File: config.mk
export PLATFORM = sky130hd
export DESIGN_NAME = acccpu_front
export DESIGN_NICKNAME = d
export VERILOG_FILES = /design/src/hdl/acccpu_pkg.sv /design/src/hdl/acccpu_front.sv
export SDC_FILE = /design/constraint.sdc
export NUM_CORES = 1
export LEC_CHECK = 0
export BUFFER_PORTS_ARGS = -buffer_cell sky130_fd_sc_hd__clkbuf_2
export CAP_MARGIN = 20
export CORE_MARGIN = 2
export CORE_UTILIZATION = 50
export CTS_BUF_LIST = sky130_fd_sc_hd__clkbuf_8
export CTS_CLUSTER_DIAMETER = 40
export DETAILED_ROUTE_END_ITERATION = 10
export PLACE_DENSITY = 0.77
export SLEW_MARGIN = 10
export SYNTH_ARGS = -nofsm -noshare
export SYNTH_HDL_FRONTEND = slang
export SYNTH_SLANG_ARGS = --single-unit
File: constraint.sdc
create_clock -name i_clk -period 2.9 [get_ports i_clk]
set_clock_uncertainty 0.1 [all_clocks]
set_input_delay 0.58 -clock i_clk [delete_from_list [all_inputs] [get_ports i_clk]]
set_output_delay 0.58 -clock i_clk [all_outputs]
set_load 0.01 [all_outputs]
File: src/hdl/acccpu_pkg.sv
`timescale 1ns / 1ps
// ---------------------------------------------------------------------------
// acccpu_pkg
// Shared types, codes and the instruction length decode of the accumulator CPU.
// ---------------------------------------------------------------------------
package acccpu_pkg;

    localparam logic [1:0] CMD_WRITE = 2'd0;
    localparam logic [1:0] CMD_READ  = 2'd1;
    localparam logic [1:0] CMD_EXEC  = 2'd2;

    localparam logic [7:0] OP_NOP  = 8'h18;
    localparam logic [7:0] OP_HALT = 8'h19;

    localparam logic [2:0] FN_AND = 3'd0;
    localparam logic [2:0] FN_OR  = 3'd1;
    localparam logic [2:0] FN_XOR = 3'd2;
    localparam logic [2:0] FN_ADD = 3'd3;
    localparam logic [2:0] FN_SUB = 3'd4;
    localparam logic [2:0] FN_INC = 3'd5;
    localparam logic [2:0] FN_DEC = 3'd6;
    localparam logic [2:0] FN_NOT = 3'd7;

    // Operand and destination modes.
    localparam logic [1:0] MD_IND   = 2'd0;
    localparam logic [1:0] MD_ACC   = 2'd1;
    localparam logic [1:0] MD_MAR   = 2'd2;
    localparam logic [1:0] MD_MEM   = 2'd3;
    localparam logic [1:0] SM_CONST = 2'd2;

    // Load and store methods.
    localparam logic [1:0] LM_ADDR  = 2'd0;
    localparam logic [1:0] LM_CONST = 2'd1;
    localparam logic [1:0] LM_IND   = 2'd2;

    typedef struct packed {
        logic [1:0]  cmd;
        logic [15:0] addr;
        logic [7:0]  wb;
    } t_item;

    // Queue status from the front part.
    typedef struct packed {
        logic valid;
        logic full;
    } t_q_stat;

    // Back part status toward the front part.
    typedef struct packed {
        logic pop;
        logic clearing;
    } t_back_stat;

    function automatic logic [2:0] ins_len(input logic [7:0] op);
        logic [1:0] d;
        logic [1:0] s;
        d = op[3:2];
        s = op[1:0];
        if (op[7:3] == 5'b00010) begin
            ins_len = 3'd3;
        end else if (op[7]) begin
            if (d == MD_MEM) begin
                ins_len = (s < 2'd2) ? 3'd3 : (3'({1'b0, s}) + 3'd2);
            end else if (d == MD_MAR) begin
                ins_len = (s >= 2'd2) ? 3'd3 : 3'd1;
            end else begin
                ins_len = (s == 2'd2) ? 3'd2 : ((s == 2'd3) ? 3'd3 : 3'd1);
            end
        end else if (op[7:4] == 4'd0) begin
            case (op[2:0])
                3'd0, 3'd4, 3'd5: ins_len = 3'd3;
                3'd1:             ins_len = 3'd2;
                default:          ins_len = 3'd1;
            endcase
        end else begin
            ins_len = 3'd1;
        end
    endfunction

endpackage

File: src/hdl/acccpu_front.sv
`timescale 1ns / 1ps
// ---------------------------------------------------------------------------
// acccpu_front
// Accepts host command beats into a two-entry queue for the execution side.
// ---------------------------------------------------------------------------
module acccpu_front (
    input  logic                     i_clk,
    input  logic                     i_rst_n,
    input  logic                     i_start,
    input  acccpu_pkg::t_item        i_item,
    input  acccpu_pkg::t_back_stat   i_back,
    output acccpu_pkg::t_q_stat      o_stat,
    output acccpu_pkg::t_item        o_item
);

    acccpu_pkg::t_item r_q [2];
    logic       r_wp, r_rp;
    logic [1:0] r_cnt, n_cnt;
    logic       push, pop;

    assign push = i_start && !o_stat.full;
    assign pop  = i_back.pop && o_stat.valid;

    assign o_stat.valid = (r_cnt != 2'd0);
    assign o_stat.full  = (r_cnt == 2'd2) || i_back.clearing;
    assign o_item       = r_q[r_rp];

    always_comb begin
        n_cnt = r_cnt;
        if (push && !pop) n_cnt = r_cnt + 2'd1;
        if (!push && pop) n_cnt = r_cnt - 2'd1;
    end

    always_ff @(posedge i_clk) begin
        if (!i_rst_n) begin
            r_wp  <= 1'b0;
            r_rp  <= 1'b0;
            r_cnt <= 2'd0;
        end else begin
            r_cnt <= n_cnt;
            if (push) r_wp <= ~r_wp;
            if (pop)  r_rp <= ~r_rp;
        end
    end

    always_ff @(posedge i_clk) begin
        if (push) r_q[r_wp] <= i_item;
    end

endmodule

==> metrics.txt <==
fin. max-slew vios=0; vias in the first global route=1143; cell count along the critical path=3; status=completed; setup violators final=0; first-pass GRT wire length=5195 microns; Yosys cell types=19; fin nets=211; drt first pass iters=4; Hold Startpoint=i_item[1]; nature of the critical path startpoint=flip-flop; period utilization=0.6998; share of cells above drive strength 1=0.5761; reg2reg path depth=5; FMAX=492.7 MHz; chip width=68.94 microns; Pleak=0.001046 uW; Worst Setup End Kind=output port; initial core utilization=0.5233; CP Class=reg2out; HP Class=in2reg; Mapped Cells=107; Post-Layout Cell Count=234; FF-to-FF End=r_cnt[1]; area leader, netlist=edfxtp_1; Critical-path top delay cell=mux2_2; # hold bufs at CTS=0; Critical Path RT=2.22 ns; sequential area share after synthesis=0.7881; r2r startpoint=r_cnt[0]; peak supply drop=450.9 uV; TNS Setup=0 ns; top cell type's share of synthesized area=0.7407; initial antenna violation count=0; crit-path leading delay family=multiplexers; Relative slew margins=0.8323; drt wl/cell=15.74 microns; Core Area=4029 sq um; Critical Path End=o_item[14]; total grt overflow=0; endpoints failing hold=0; # port buffers=58; clock root buffer master=clkbuf_8; Post-Place Cells=218; CP Buf/Inv Count=2; FF+latch count, synth=57; DRT iter0 DRCs=85; Area Overhead vs Synth=27.36%; RSZ-0062 raised after global routing=no; Crit Path Max Fanout=13; GRT Total Usage=0.1655; total wire length after detailed routing=3682 microns; Critical Path AT=1.35 ns; DP Wirelength=2550 microns; Synth area leaders=edfxtp_1 74%, mux2_2 14%, dfxtp_1 4.7%; Reg2Reg Setup Slack=1.06 ns; Routed Antenna Nets=0; max_cap viols=0; CTS tree=built; CTS buffer count=9; # IOs=59; clk_lat worst skew=0.31 ns; clock-pin slew on the worst setup and hold paths=0.06 ns; htree depth=3; num rows=23; Max stage delay on crit path=0.36 ns; minimum clock period=2.029 ns; synthesized area=2108 sq um; Die ar.=4752 sq um; vias per std cell=4.974; Vias=1164; DRC Markers=0; critical-path cell list=buf_4, mux2_2, clkbuf_2; pin count of the biggest net entering global routing=14; Die Y=68.94 microns; postcts setup bufs=0; pwr dens=822.1 nW/um^2; Max clock buf depth=2; actual slew at the worst max-slew pin=0.2507 ns; Synthesized Nets=139; Sink Count=57; diodes inserted=0; syn_area_per_cell=19.70 sq um; gpl congestion=0.7185; post-cts sizing count=0; YS warnings=0
==> synth_stat cells <==
cell	n
nor2_1	2
or2_2	1
inv_1	1
edfxtp_1	52
xnor2_1	3
buf_2	3
dfxtp_1	5
a21boi_1	1
mux2i_1	1
nand2_1	2
o21a_1	1
mux2_2	26
or3_1	1
nor2b_1	2
o21ai_0	1
nand2b_1	2
ha_1	1
and2_1	1
nand3b_1	1
==> kinds of logic (layout without fill, tap and decap cells) <==
group / after synthesis / count (layout) / synth area share
flip-flops: 57 / 57 / 0.7881
multiplexers: 27 / 27 / 0.1436
AND/OR/NAND/NOR: 12 / 12 / 0.03146
buffers and inverters: 4 / 81 / 0.008898
AO/OA/AOI/OAI: 3 / 3 / 0.009496
XOR/XNOR: 3 / 3 / 0.01247
adder cells (fa/ha/maj): 1 / 1 / 0.005934
==> final cells by class <==
| type | count | area [sq um] |
|---|---|---|
| Tap cell | 50 | 62.56 |
| Clock buffer | 10 | 137.6 |
| Fill cell | 296 | 1344 |
| Inverter | 1 | 3.754 |
| Sequential cell | 57 | 1662 |
| Clock inverter | 6 | 51.30 |
| Multi-Input combinational cell | 46 | 432.9 |
| Timing Repair Buffer | 64 | 335.3 |
==> registers in the layout, indices dropped and copies added (netlist names), named ones only <==
register / count
r_cnt: 2
r_q: 52
r_rp: 1
r_wp: 1
==> worst reg2reg max path: cells and delay by family, from the launching register on <==
family                   cells  cell delay, ns
AND/OR/NAND/NOR              3            0.73
adder cells (fa/ha/maj)      1            0.38
flip-flops                   1            0.42
AO/OA/AOI/OAI                1            0.14
==> through the flow <==
stage / setup slack (ns) / hold WS (ns) / power (uW) / util / instance area [sq um]
final: 0.8706 / 0.3465 / 2207 / 0.6665 / 2685
after global routing: 0.7961 / 0.3306 / 2315 / 0.6665 / 2685
after CTS: 0.8334 / 0.3294 / 2239 / 0.6665 / 2685
after detailed placement: 0.8935 / 0.4084 / 1546 / 0.6196 / 2496
after global placement: 1.004 / 0.3704 / 1520 / 0.6196 / 2496
after floorplan: 0.4566 / 0.3514 / 1351 / - / 2108
==> how the worst min path moves through the flow <==
| stage | slack, ns | depth (start not counted) | end |
|---|---|---|---|
| floorplan | 0.35 | 2 | r_wp |
| finish | 0.35 | 1 | r_q[0][1] |
| global route | 0.33 | 1 | r_q[0][1] |
| global placement | 0.37 | 2 | r_wp |
| CTS | 0.33 | 1 | r_q[0][1] |
| detailed placement | 0.41 | 2 | r_wp |
==> cells in the final DEF (no fill, tap or decap), types with 2 or more instances in the layout <==
| master | netlist | layout |
|---|---|---|
| nand2b_1 | 2 | 2 |
| nand2_1 | 2 | 2 |
| clkinv_2 | 0 | 2 |
| xnor2_1 | 3 | 3 |
| mux2_2 | 26 | 26 |
| inv_1 | 1 | 3 |
| edfxtp_1 | 52 | 52 |
| buf_4 | 0 | 6 |
| nor2b_1 | 2 | 2 |
| clkbuf_2 | 0 | 58 |
| clkbuf_8 | 0 | 10 |
| dfxtp_1 | 5 | 5 |
| nor2_2 | 0 | 2 |
==> per-layer routing <==
| layer | track usage | part of all wire | vias to the layer above |
|---|---|---|---|
| met3 | 0.06169 | 0.064 | 4 |
| met1 | 0.1714 | 0.39 | 569 |
| met4 | 0.1103 | 0.015 | 0 |
| li1 | - | - | 556 |
| met5 | 0 | 0 | - |
| met2 | 0.2788 | 0.54 | 35 |
==> power breakdown <==
part / total [uW] / switching, uW / internal, uW / leakage (uW)
Sequential: 1010 / 33.1 / 975 / 0.000518
Combinational: 515 / 252 / 263 / 0.000422
Clock: 685 / 277 / 408 / 0.000106
Total: 2210 / 562 / 1650 / 0.00105
(Power assumes the default switching activity.)
